### config.mk
export PLATFORM = sky130hd
export DESIGN_NAME = text_console_cell_writer_flat
export DESIGN_NICKNAME = d
export VERILOG_FILES = /design/src/tcw_pkg.sv /design/src/tcw_req_if.sv /design/src/tcw_rsp_if.sv /design/src/tcw_csr_if.sv /design/src/text_console_cell_writer.sv /design/src/tcw_div10.sv /design/src/flat_wrapper.sv
export VERILOG_INCLUDE_DIRS = /design/src /design/src/src
export SDC_FILE = /design/constraint.sdc
export NUM_CORES = 1
export LEC_CHECK = 0
export ABC_CLOCK_PERIOD_IN_PS = 10600
export BUFFER_PORTS_ARGS = -buffer_cell sky130_fd_sc_hd__buf_2
export CORE_ASPECT_RATIO = 0.75
export CORE_MARGIN = 1.5
export CORE_UTILIZATION = 55
export CTS_CLUSTER_DIAMETER = 200
export DETAILED_ROUTE_END_ITERATION = 8
export PLACE_DENSITY = 0.71
export REMOVE_ABC_BUFFERS = 1
export SLEW_MARGIN = 10
export SYNTH_ARGS = -nofsm -noshare
export SYNTH_HDL_FRONTEND = slang
export SYNTH_SLANG_ARGS = --single-unit
### constraint.sdc
create_clock -name clock -period 10.6 [get_ports clock]
set_clock_uncertainty 0.1 [all_clocks]
set_input_delay 1.06 -clock clock [delete_from_list [all_inputs] [get_ports clock]]
set_output_delay 1.06 -clock clock [all_outputs]
set_load 0.03 [all_outputs]
### src/text_console_cell_writer_assert.svh
// assertion helpers for the console cell writer
`ifndef TEXT_CONSOLE_CELL_WRITER_ASSERT_SVH
`define TEXT_CONSOLE_CELL_WRITER_ASSERT_SVH

// same-cycle implication, checked while out of reset
`define TCW_ASSERT_IMPLY(label, ante, cons, msg) \
   label: assert property (@(posedge clock) disable iff (reset) (ante) |-> (cons)) \
      else $error(msg);

// next-cycle implication, checked while out of reset
`define TCW_ASSERT_NEXT(label, ante, cons, msg) \
   label: assert property (@(posedge clock) disable iff (reset) (ante) |=> (cons)) \
      else $error(msg);

`endif

### src/tcw_pkg.sv
`timescale 1ns / 1ps
`default_nettype none

package tcw_pkg;

   localparam int DEFAULT_COLUMNS = 80;
   localparam int DEFAULT_ROWS    = 25;

   localparam int CHAR_W      = 8;
   localparam int ATTR_W      = 8;
   localparam int NUM_W       = 32;
   localparam int ADDR_W      = 11;
   localparam int VALUE_W     = 16;
   localparam int DIGIT_W     = 4;
   localparam int MAX_DIGITS  = 10;
   localparam int DIGIT_IDX_W = 4;

   localparam logic [CHAR_W-1:0] CH_NEWLINE   = 8'd10;
   localparam logic [CHAR_W-1:0] CH_BACKSPACE = 8'd8;
   localparam logic [CHAR_W-1:0] CH_BLANK     = 8'd32;
   localparam logic [CHAR_W-1:0] CH_ZERO      = 8'd48;

   localparam logic [ATTR_W-1:0] ATTR_RESET = 8'd31;

   localparam logic [0:0] CMD_PUT_CHAR  = 1'b0;
   localparam logic [0:0] CMD_PUT_NUMBER = 1'b1;

   // n / 10 == (n * 0xCCCCCCCD) >> 35 for every 32-bit n
   localparam logic [NUM_W-1:0] DIV_RECIP = 32'hCCCC_CCCD;
   localparam int               DIV_SHIFT = 35;

   typedef struct packed {
      logic [NUM_W-1:0]   quotient;
      logic [DIGIT_W-1:0] remainder;
   } div_result_type;

   typedef enum logic [2:0] {
      ST_IDLE = 3'b001,
      ST_DIV  = 3'b010,
      ST_EMIT = 3'b100
   } state_type;

endpackage

`default_nettype wire

### src/tcw_req_if.sv
`timescale 1ns / 1ps
`default_nettype none

interface tcw_req_if import tcw_pkg::*; ();
   logic              valid;
   logic              ready;
   logic              command;
   logic [CHAR_W-1:0] char_code;
   logic [NUM_W-1:0]  number;

   modport source (output valid, output command, output char_code, output number,
                   input ready);
   modport sink   (input valid, input command, input char_code, input number,
                   output ready);
endinterface

`default_nettype wire

### src/tcw_rsp_if.sv
`timescale 1ns / 1ps
`default_nettype none

interface tcw_rsp_if import tcw_pkg::*; ();
   logic               valid;
   logic               ready;
   logic [ADDR_W-1:0]  cell_address;
   logic [VALUE_W-1:0] cell_value;
   logic               last;

   modport source (output valid, output cell_address, output cell_value, output last,
                   input ready);
   modport sink   (input valid, input cell_address, input cell_value, input last,
                   output ready);
endinterface

`default_nettype wire

### src/tcw_csr_if.sv
`timescale 1ns / 1ps
`default_nettype none

interface tcw_csr_if import tcw_pkg::*; ();
   logic              valid;
   logic              ready;
   logic [ATTR_W-1:0] attribute;

   modport source (output valid, output attribute, input ready);
   modport sink   (input valid, input attribute, output ready);
endinterface

`default_nettype wire

### src/text_console_cell_writer.sv
`timescale 1ns / 1ps
`default_nettype none

// channel   port     dir  payload
// -------   ------   ---  ----------------------------------------
// request   req_ch   in   command, char_code, number
// response  rsp_ch   out  cell_address, cell_value, last
// control   csr_ch   in   attribute (always ready)
//
// a character item is taken while idle and written via the emit state and
// response register; a newline moves the cursor only; a number item is split
// by the divide-by-ten multiplier, digits written most significant first
// request ready is high only while no item is at work
// a stalled response holds the sequencer; reset is synchronous and clears the
// cursor, the sequencer and the attribute (31)
module text_console_cell_writer import tcw_pkg::*; #(
   parameter int COLUMNS = DEFAULT_COLUMNS,
   parameter int ROWS    = DEFAULT_ROWS
) (
   input  wire logic  clock,
   input  wire logic  reset,
   tcw_req_if.sink    req_ch,
   tcw_rsp_if.source  rsp_ch,
   tcw_csr_if.sink    csr_ch
);

   localparam int COL_W  = $clog2(COLUMNS);
   localparam int ROW_W  = $clog2(ROWS);
   localparam int FULL_W = (ROW_W + COL_W > ADDR_W) ? ROW_W + COL_W : ADDR_W;

   state_type               state_ff, state_in;
   logic [COL_W-1:0]        col_ff, col_in;
   logic [ROW_W-1:0]        row_ff, row_in;
   logic [ATTR_W-1:0]       attr_ff;
   logic [CHAR_W-1:0]       char_ff, char_in;
   logic                    is_num_ff, is_num_in;
   logic                    advance_ff, advance_in;
   logic [DIGIT_W-1:0]      digits_ff [MAX_DIGITS];
   logic [DIGIT_IDX_W-1:0]  count_ff, count_in;
   logic [DIGIT_IDX_W-1:0]  idx_ff, idx_in;
   logic                    rsp_valid_ff, rsp_valid_in;
   logic [ADDR_W-1:0]       rsp_addr_ff, rsp_addr_in;
   logic [VALUE_W-1:0]      rsp_value_ff, rsp_value_in;
   logic                    rsp_last_ff, rsp_last_in;

   logic                    div_start;
   logic [NUM_W-1:0]        div_dividend;
   div_result_type          div_result;
   logic                    digit_we;
   logic                    slot_free;
   logic                    emit_go;
   logic [COL_W-1:0]        col_adv;
   logic [ROW_W-1:0]        row_next;
   logic [ROW_W-1:0]        row_adv;
   logic [CHAR_W-1:0]       emit_char;
   logic [FULL_W-1:0]       addr_full;

   tcw_div10 u_div (
      .clock    (clock),
      .start    (div_start),
      .dividend (div_dividend),
      .result   (div_result)
   );

   assign slot_free = !rsp_valid_ff || rsp_ch.ready;
   assign emit_go   = (state_ff == ST_EMIT) && slot_free;

   assign row_next = (row_ff == ROW_W'(ROWS - 1)) ? '0 : row_ff + 1'b1;
   assign col_adv  = (col_ff == COL_W'(COLUMNS - 1)) ? '0 : col_ff + 1'b1;
   assign row_adv  = (col_ff == COL_W'(COLUMNS - 1)) ? row_next : row_ff;

   assign emit_char = is_num_ff ? CH_ZERO + CHAR_W'(digits_ff[idx_ff]) : char_ff;
   assign addr_full = FULL_W'(row_ff) * FULL_W'(COLUMNS) + FULL_W'(col_ff);

   assign rsp_addr_in  = addr_full[ADDR_W-1:0];
   assign rsp_value_in = {attr_ff, emit_char};
   assign rsp_last_in  = is_num_ff ? (idx_ff == '0) : 1'b1;
   assign rsp_valid_in = emit_go ? 1'b1 : (rsp_valid_ff && !rsp_ch.ready);

   always_comb begin
      state_in     = state_ff;
      col_in       = col_ff;
      row_in       = row_ff;
      char_in      = char_ff;
      is_num_in    = is_num_ff;
      advance_in   = advance_ff;
      count_in     = count_ff;
      idx_in       = idx_ff;
      div_start    = 1'b0;
      div_dividend = req_ch.number;
      digit_we     = 1'b0;
      case (state_ff)
         ST_IDLE: begin
            if (req_ch.valid) begin
               if (req_ch.command == CMD_PUT_NUMBER) begin
                  div_start  = 1'b1;
                  count_in   = '0;
                  is_num_in  = 1'b1;
                  advance_in = 1'b1;
                  state_in   = ST_DIV;
               end else if (req_ch.char_code == CH_NEWLINE) begin
                  col_in = '0;
                  row_in = row_next;
               end else if (req_ch.char_code == CH_BACKSPACE) begin
                  if (col_ff != '0) begin
                     col_in = col_ff - 1'b1;
                  end
                  char_in    = CH_BLANK;
                  is_num_in  = 1'b0;
                  advance_in = 1'b0;
                  state_in   = ST_EMIT;
               end else begin
                  char_in    = req_ch.char_code;
                  is_num_in  = 1'b0;
                  advance_in = 1'b1;
                  state_in   = ST_EMIT;
               end
            end
         end
         ST_DIV: begin
            // digits land least significant first
            digit_we = 1'b1;
            count_in = count_ff + 1'b1;
            if (div_result.quotient == '0) begin
               idx_in   = count_ff;
               state_in = ST_EMIT;
            end else begin
               div_start    = 1'b1;
               div_dividend = div_result.quotient;
            end
         end
         ST_EMIT: begin
            if (slot_free) begin
               if (advance_ff) begin
                  col_in = col_adv;
                  row_in = row_adv;
               end
               if (rsp_last_in) begin
                  state_in = ST_IDLE;
               end else begin
                  idx_in = idx_ff - 1'b1;
               end
            end
         end
         default: begin
            state_in = ST_IDLE;
         end
      endcase
   end

   always_ff @(posedge clock) begin
      if (reset) begin
         state_ff     <= ST_IDLE;
         col_ff       <= '0;
         row_ff       <= '0;
         attr_ff      <= ATTR_RESET;
         rsp_valid_ff <= 1'b0;
      end else begin
         state_ff     <= state_in;
         col_ff       <= col_in;
         row_ff       <= row_in;
         rsp_valid_ff <= rsp_valid_in;
         if (csr_ch.valid) begin
            attr_ff <= csr_ch.attribute;
         end
      end
   end

   always_ff @(posedge clock) begin
      char_ff    <= char_in;
      is_num_ff  <= is_num_in;
      advance_ff <= advance_in;
      count_ff   <= count_in;
      idx_ff     <= idx_in;
      if (digit_we) begin
         digits_ff[count_ff] <= div_result.remainder;
      end
      if (emit_go) begin
         rsp_addr_ff  <= rsp_addr_in;
         rsp_value_ff <= rsp_value_in;
         rsp_last_ff  <= rsp_last_in;
      end
   end

   assign req_ch.ready        = (state_ff == ST_IDLE);
   assign csr_ch.ready        = 1'b1;
   assign rsp_ch.valid        = rsp_valid_ff;
   assign rsp_ch.cell_address = rsp_addr_ff;
   assign rsp_ch.cell_value   = rsp_value_ff;
   assign rsp_ch.last         = rsp_last_ff;

`include "text_console_cell_writer_assert.svh"

   `TCW_ASSERT_IMPLY(a_col_range, 1'b1, col_ff <= COL_W'(COLUMNS - 1), "column out of range")
   `TCW_ASSERT_IMPLY(a_row_range, 1'b1, row_ff <= ROW_W'(ROWS - 1), "row out of range")
   `TCW_ASSERT_IMPLY(a_digit_count, state_ff == ST_DIV, count_ff < DIGIT_IDX_W'(MAX_DIGITS), "too many digits")
   `TCW_ASSERT_NEXT(a_last_ends, emit_go && rsp_last_in, state_ff == ST_IDLE, "item not closed after last write")

endmodule

`default_nettype wire

### src/tcw_div10.sv
`timescale 1ns / 1ps
`default_nettype none

// one divide-by-ten step: reciprocal product and dividend registered on start; quotient
// and remainder both follow combinationally from those registers in the next cycle
module tcw_div10 import tcw_pkg::*; (
   input  wire logic             clock,
   input  wire logic             start,
   input  wire logic [NUM_W-1:0] dividend,
   output div_result_type        result
);

   logic [2*NUM_W-1:0] product_ff;
   logic [2*NUM_W-1:0] product_in;
   logic [NUM_W-1:0]   dividend_ff;
   logic [NUM_W-1:0]   dividend_in;
   logic [NUM_W-1:0]   quotient;
   logic [NUM_W-1:0]   diff;

   always_comb begin
      product_in  = product_ff;
      dividend_in = dividend_ff;
      if (start) begin
         product_in  = {{NUM_W{1'b0}}, dividend} * {{NUM_W{1'b0}}, DIV_RECIP};
         dividend_in = dividend;
      end
   end

   always_ff @(posedge clock) begin
      product_ff  <= product_in;
      dividend_ff <= dividend_in;
   end

   assign quotient = NUM_W'(product_ff >> DIV_SHIFT);
   // q * 10 as (q << 3) + (q << 1); the difference is below ten
   assign diff     = dividend_ff - (quotient << 3) - (quotient << 1);

   assign result.quotient  = quotient;
   assign result.remainder = diff[DIGIT_W-1:0];

endmodule

`default_nettype wire
### src/flat_wrapper.sv
// flat-port wrapper written by rule: the top's interface ports become plain ports
module text_console_cell_writer_flat import tcw_pkg::*;
#(
   parameter int COLUMNS = DEFAULT_COLUMNS,
   parameter int ROWS    = DEFAULT_ROWS
)
  (clock, reset, req_ch_valid, req_ch_command, req_ch_char_code, req_ch_number, req_ch_ready, rsp_ch_valid, rsp_ch_cell_address, rsp_ch_cell_value, rsp_ch_last, rsp_ch_ready, csr_ch_valid, csr_ch_attribute, csr_ch_ready);
  tcw_req_if req_ch_i ();
  tcw_rsp_if rsp_ch_i ();
  tcw_csr_if csr_ch_i ();
  input  wire logic clock;
  input  wire logic reset;
  input wire logic [$bits(req_ch_i.valid)-1:0] req_ch_valid;
  input wire logic [$bits(req_ch_i.command)-1:0] req_ch_command;
  input wire logic [$bits(req_ch_i.char_code)-1:0] req_ch_char_code;
  input wire logic [$bits(req_ch_i.number)-1:0] req_ch_number;
  output wire logic [$bits(req_ch_i.ready)-1:0] req_ch_ready;
  output wire logic [$bits(rsp_ch_i.valid)-1:0] rsp_ch_valid;
  output wire logic [$bits(rsp_ch_i.cell_address)-1:0] rsp_ch_cell_address;
  output wire logic [$bits(rsp_ch_i.cell_value)-1:0] rsp_ch_cell_value;
  output wire logic [$bits(rsp_ch_i.last)-1:0] rsp_ch_last;
  input wire logic [$bits(rsp_ch_i.ready)-1:0] rsp_ch_ready;
  input wire logic [$bits(csr_ch_i.valid)-1:0] csr_ch_valid;
  input wire logic [$bits(csr_ch_i.attribute)-1:0] csr_ch_attribute;
  output wire logic [$bits(csr_ch_i.ready)-1:0] csr_ch_ready;
  assign req_ch_i.valid = req_ch_valid;
  assign req_ch_i.command = req_ch_command;
  assign req_ch_i.char_code = req_ch_char_code;
  assign req_ch_i.number = req_ch_number;
  assign req_ch_ready = req_ch_i.ready;
  assign rsp_ch_valid = rsp_ch_i.valid;
  assign rsp_ch_cell_address = rsp_ch_i.cell_address;
  assign rsp_ch_cell_value = rsp_ch_i.cell_value;
  assign rsp_ch_last = rsp_ch_i.last;
  assign rsp_ch_i.ready = rsp_ch_ready;
  assign csr_ch_i.valid = csr_ch_valid;
  assign csr_ch_i.attribute = csr_ch_attribute;
  assign csr_ch_ready = csr_ch_i.ready;
  text_console_cell_writer #(.COLUMNS(COLUMNS), .ROWS(ROWS)) u_core (.clock(clock), .reset(reset), .req_ch(req_ch_i), .rsp_ch(rsp_ch_i), .csr_ch(csr_ch_i));
endmodule
## After elaboration in Yosys (flattened, before gate mapping)

Memory sizes are Yosys's and may differ from the RTL's. A register that Yosys moved wholly into a read port is not among the register bits.
Index checks and enable logic that the tools add are counted.

| cells by class | value |
|---|---|
| $add $sub $neg | 9 |
| multipliers | 2 |
| div/mod/pow operators | 0 |
| magnitude comparators | 0 |
| eq/ne operators | 21 |
| shift-type cells | 0 |
| multiplexer cells | 47 |
| bitwise logic cells | 2 |
| reduce and logical (&&, ||, !) cells | 18 |

Operators by type and width:

| cell | number |
|---|---|
| $mul A32 B32 Y64 const B | 1 |
| $mux W32 | 2 |
| $mux W7 | 8 |
| $mux W5 | 7 |
| $logic_not A32 Y1 | 1 |
| $mux W4 | 6 |
| $mux W3 | 6 |
| $eq A8 B4 Y1 const B | 2 |
| $pmux W4 S2 | 2 |
| $pmux W7 S2 | 1 |
| $reduce_and A7 Y1 | 2 |
| $ne A2 B2 Y1 const B | 6 |
| $add A11 B7 Y11 | 1 |
| $mux W1 | 11 |
| $ne A2 B1 Y1 const B | 5 |
| $pmux W5 S2 | 1 |
| $pmux W3 S3 | 1 |
| $mux W8 | 1 |
| $reduce_and A4 Y1 | 2 |
| $sub A4 B4 Y4 | 2 |
| $add A6 B4 Y7 const A | 1 |
| $add A7 B1 Y7 const B | 1 |
| $eq A7 B7 Y1 const B | 1 |
| $mul A5 B3 Y7 const B | 1 |
| other kinds (20) | 27 |

| storage, ports and cells | value |
|---|---|
| flip-flop bits (word level) | 138 |
| bits in latches | 0 |
| memory bits (writable) | 40 |
| memory bits (read-only) | 0 |
| input bits | 54 |
| output and inout bits | 31 |
| logic and storage cells | 115 |
| memories kept | 1 |

Memory list:

| memory | depth | width | read ports | clocked after Yosys merged registers in | write ports | line | RTL |
|---|---|---|---|---|---|---|---|
| u_core.digits_ff | 10 | 4 | 1 | 1 | 1 | text_console_cell_writer.sv:38 | `logic [DIGIT_W-1:0] digits_ff [MAX_DIGITS];` |

## Logic depth before layout (Yosys ltp)

| depth | value |
|---|---|
| depth in word-level cells | 7 |
| mapped depth | 35 |
| depth with buffers taken out | 32 |

## Cells and area by module

Synthesis repeated with hierarchy kept, for this count alone.

| unflattened totals | value |
|---|---|
| cells, all modules | 2211 |
| area total of the unflattened synthesis | 23716.5 um^2 |

By module, submodules not included:

| module | times used | cells each | area an instance (um^2) | sequential area each (um^2) |
|---|---|---|---|---|
| tcw_div10 | 1 | 1780 | 18159.9 | 991.0 |
| text_console_cell_writer | 1 | 431 | 5556.6 | 3143.0 |

## Worst setup path after synthesis

OpenSTA, ideal clock, no wires.

| path | value |
|---|---|
| kind | register -> register |
| from | register u_core.u_div.product_ff[37] |
| to | register u_core.u_div.product_ff[61] (data pin) |
| library setup time | 258 ps |
| arrival time | 8986 ps |
| data required time | 10242 ps |
| path slack | 1256 ps |
| cell stages (with the launch flop) | 36 |
| path buffers | 4 |
| period minus slack after synthesis | 9344 ps |
| cells stage by stage | edfxtp_1 > nor4_1 > nand4_1 > o21ai_0 > buf_2 > buf_1 > clkbuf_1 > mux2i_1 > inv_1 > ha_1 > inv_1 > fa_1 > inv_1 > fa_1 > inv_1 > fa_1 > inv_1 > fa_1 > fa_1 > fa_1 > inv_1 > fa_1 > inv_1 > ha_1 > buf_2 > nand3_1 > nor3_1 > nand2_1 > or4_1 > a311oi_1 > o211ai_1 > o21ai_1 > o31a_1 > a21o_1 > a21oi_1 > xnor2_1 |

| between the ends | value |
|---|---|
| longest elaborated chain between the ends | 4 |

Ends and longest elaborated chain:

| element | line | RTL |
|---|---|---|
| from (decl) | tcw_div10.sv:13 | `logic [2*NUM_W-1:0] product_ff;` |
| from (signal assigned) | tcw_div10.sv:30 | `product_ff <= product_in;` |
| $logic_not A32 Y1 | text_console_cell_writer.sv:124 | `if (div_result.quotient == '0) begin` |
| $mux W32 * | text_console_cell_writer.sv:124 |  |
| $mux W32 * | text_console_cell_writer.sv:92 | `case (state_ff)` |
| $mul A32 B32 Y64 * | tcw_div10.sv:24 | `product_in = {{NUM_W{1'b0}}, dividend} * {{NUM_W{1'b0}}, DIV_RECIP};` |

Mark *: on every way between the ends. The rest lies on a longest branch, timed or not.
A chain may end at the register's enable or synchronous reset.

## Worst setup path in the final report

| path | value |
|---|---|
| from | register u_core.u_div.product_ff[50] |
| to | register u_core.u_div.product_ff[61] (data pin) |

| between the ends | value |
|---|---|
| longest elaborated chain between the ends | 4 |

Ends and longest elaborated chain:

| element | line | RTL |
|---|---|---|
| $logic_not A32 Y1 | text_console_cell_writer.sv:124 |  |
| $mux W32 | text_console_cell_writer.sv:124 |  |
| $mux W32 | text_console_cell_writer.sv:92 |  |
| net u_core.div_dividend[1] | text_console_cell_writer.sv:47 | `logic [NUM_W-1:0] div_dividend;` |
| $mul A32 B32 Y64 | tcw_div10.sv:24 |  |

The timed path passes the listed nets, and every way through them passes these cells.

==> impl_metrics.json <==
{
  "status": "complete, no violations",
  "first_pass_iters": 6,
  "grt_usage": 0.340,
  "die_w_um": 244,
  "gr-total-overflow": 0,
  "drv_cap": 0,
  "yosys.area.top_type_share": 0.324,
  "synth_area_um2": 23900,
  "synthDistinctLibCells": 68,
  "hp-class": "reg -> reg",
  "drt_iter0_drc": 1363,
  "fill_cells": 3587,
  "synth_warnings": 0,
  "post-route-min-period_ns": 10.24,
  "fin_crit_sh": 0.966,
  "core_region_area_um2": 42500,
  "ys_seq_elements": 147,
  "holdPathStages": 0,
  "wire_per_inst_um": 24.3,
  "grt_pass1_vias": 17600,
  "gp_congestion": 1.10,
  "clk_path_buf_depth": 2,
  "finalSetupViolCount": 0,
  "h-tree-depth": 4,
  "critPathRequiredTime_ns": 10.66,
  "clkTransAtPathRegs_ns": 0.06,
  "dr_total_vias": 16800,
  "placed_area_um2": 25000,
  "vias_per_cell": 5.62,
  "synthArstFlopShare": 0,
  "initial_core_util": 0.563,
  "rr_worst_depth": 31,
  "dp_cells": 2947,
  "hold_viol": 0,
  "critPathMaxStageDelay_ns": 0.58,
  "drive_gt1_frac": 0.0807,
  "drv_slew": 0,
  "num_antenna_cells": 0,
  "post-route-util": 0.606,
  "std_cell_rows": 65,
  "synthCells": 2312,
  "cts_root_buffer": "clkbuf_16",
  "worstReg2RegStart": "u_core.u_div.product_ff[50]",
  "cts_tree": "yes",
  "worstSetupPathType": "reg -> reg",
  "worst_pin_slew_ns": 1.12,
  "design_area_um2": 25700,
  "drc": 0,
  "min_from": "u_core.attr_ff[3]",
  "synth.area.top_cells": "fa_1, ha_1, edfxtp_1",
  "die_y_um": 183,
  "grt_start_max_net_pins": 32,
  "hpwl_mm": 64.2,
  "synth_edf_count": 119,
  "antenna_found_initial": 2,
  "cts-buffers-inserted": 17,
  "nets": 3209,
  "cpMostUsedCell": "fa_1",
  "crit_path_end_kind": "flip-flop",
  "arrival_ns": 10.31,
  "cp-start-kind": "flip-flop",
  "ys.flop_type": "edfxtp_1",
  "routed_wl_mm": 72.5,
  "grt_first_pass_wirelength_mm": 110,
  "relSlewSlack": 0.249,
  "synth.yosys.seq_area_share": 0.173,
  "fmax_ghz": 0.0976,
  "insertion_delay_ns": 0.42,
  "antenna_left": 0,
  "port_buffers": 83,
  "synth_top_area_cell": "fa_1",
  "crit_slowest_cell": "ha_1",
  "post_synth.cell_area_avg_um2": 10.3,
  "cts_hold_buf": 0,
  "cts.sinks": 147,
  "area_growth_pct": 7.67,
  "holdPathEnd": "u_core.rsp_ch.cell_value[11]",
  "ff_latch_area_um2": 4130,
  "layout.cells.non_filler": 2985,
  "dieArea_um2": 44700,
  "rrSetupSlack_ns": 0.36,
  "multi_input_area_um2": 17200,
  "r2r-end": "u_core.u_div.product_ff[61]",
  "path_max_fanout": 31,
  "io_pins": 85
}
[sequential cells by signal, summed over array words and instances (netlist names), 3 cells and up, named ones only]
signal	cells
u_core.count_ff	4
u_core.attr_ff	8
u_core.rsp_ch.cell_value	16
u_core.char_ff	8
u_core.col_ff	7
u_core.state_ff	3
u_core.rsp_ch.cell_address	11
u_core.digits_ff	40
u_core.row_ff	5
u_core.idx_ff	4
u_core.u_div.product_ff	31
[worst max-delay path: cells and delay by family, from the launching register on]
kind / cells / cell delay, ns
simple gates: 7 / 2.00
fa+ha+maj: 9 / 4.25
buf+inv: 5 / 0.88
xor+xnor: 2 / 0.36
flops: 1 / 0.46
mux: 1 / 0.42
compound gates: 7 / 1.48
[final cells by class]
class	instances	share of cell area
multi-input combinational	1470	0.667
sequential	147	0.161
inverter	659	0.0962
tap	569	0.0277
timing repair buffer	108	0.0239
clock buffer	17	0.0165
clock inverter	15	0.00788
[synth_stat cells (all sizes together) (8+ instances only)]
cell type / number
a31oi: 13
a21o: 48
ha: 365
edfxtp: 119
a21oi: 86
nor2: 67
nor2b: 18
nand3: 17
and2: 22
mux4: 8
a211oi: 12
o21bai: 8
fa: 387
dfxtp: 28
o21ai: 41
nor3: 15
mux2: 28
nand4: 16
clkbuf: 28
and3: 14
buf: 8
mux2i: 25
xor2: 41
xnor2: 66
nand2: 89
inv: 659
nor4: 9
[cell usage in the layout, fill, tap and decap left out, types with 5 or more instances in the layout]
| cell | netlist | routed |
|---|---|---|
| a211o_1 | 7 | 7 |
| a211oi_1 | 11 | 11 |
| a21o_1 | 48 | 48 |
| a21oi_1 | 86 | 86 |
| a311oi_1 | 6 | 6 |
| a31oi_1 | 12 | 12 |
| and2_1 | 22 | 22 |
| and3_1 | 14 | 14 |
| buf_2 | 3 | 83 |
| buf_4 | 1 | 24 |
| clkbuf_16 | 0 | 17 |
| dfxtp_1 | 28 | 28 |
| edfxtp_1 | 119 | 119 |
| fa_1 | 387 | 387 |
| ha_1 | 365 | 365 |
| inv_1 | 659 | 659 |
| mux2_2 | 28 | 28 |
| mux2i_1 | 25 | 23 |
| mux4_2 | 8 | 8 |
| nand2_1 | 89 | 89 |
| nand2b_1 | 5 | 5 |
| nand3_1 | 17 | 17 |
| nand4_1 | 16 | 16 |
| nor2_1 | 67 | 67 |
| nor2b_1 | 18 | 18 |
| nor3_1 | 15 | 15 |
| nor4_1 | 9 | 9 |
| o21ai_0 | 35 | 34 |
| o21ai_1 | 5 | 5 |
| o21bai_1 | 8 | 8 |
| or2_2 | 5 | 5 |
| xnor2_1 | 66 | 66 |
| xor2_1 | 41 | 41 |
[stage by stage]
| stage | TNS [ns] | worst slack [ns] | hold WS (ns) |
|---|---|---|---|
| 6_report | 0 | 0.358 | 0.326 |
| 5_1_grt | -0.00120 | -0.00120 | 0.332 |
| 4_1_cts | 0 | 0.0187 | 0.324 |
| 3_5_place_dp | -0.348 | -0.148 | 0.309 |
| 3_3_place_gp | -0.0382 | -0.0382 | 0.306 |
| 2_1_floorplan | -34.55 | -1.74 | 0.301 |
[logic make-up after synthesis]
| family | share of synthesized area |
|---|---|
| adder cells (fa/ha/maj) | 0.516 |
| buffers and inverters | 0.110 |
| AND/OR/NAND/NOR | 0.0596 |
| AO/OA/AOI/OAI | 0.0712 |
| flip-flops | 0.173 |
| XOR/XNOR | 0.0392 |
| multiplexers | 0.0312 |
| other | 0.000157 |
[worst max path at each step]
stage                                      startpoint  slack, ns  cells after the start                           to
after floorplan           u_core.u_div.product_ff[37]      -1.74                     31  u_core.u_div.product_ff[61]
after global placement    u_core.u_div.product_ff[36]      -0.04                     30  u_core.u_div.product_ff[61]
after detailed placement  u_core.u_div.product_ff[50]      -0.15                     30  u_core.u_div.product_ff[61]
after CTS                 u_core.u_div.product_ff[50]       0.02                     30  u_core.u_div.product_ff[61]
after global routing      u_core.u_div.product_ff[50]     -0.001                     31  u_core.u_div.product_ff[53]
final                     u_core.u_div.product_ff[50]       0.36                     31  u_core.u_div.product_ff[61]
[layer usage]
metal / up-vias / GRT usage / part of all wire
li1: 7511 / - / -
met1: 8357 / 0.480 / 0.43
met2: 823 / 0.478 / 0.41
met3: 94 / 0.151 / 0.14
met4: 2 / 0.0810 / 0.024
met5: - / 0 / 0.00028
[repair_timing]
action | in CTS | in global routing
buffers inserted | 0 | 6
gates resized for setup | 1 | 2
pin swaps | 0 | 2
gates cloned | 0 | 0
endpoints found under the setup margin | 6 | 18
hold endpoints to repair | 0 | 0
Power is left out: the tool's default activity adds up to more than one toggle a clock period on the data nets, which glitch-free logic cannot reach.
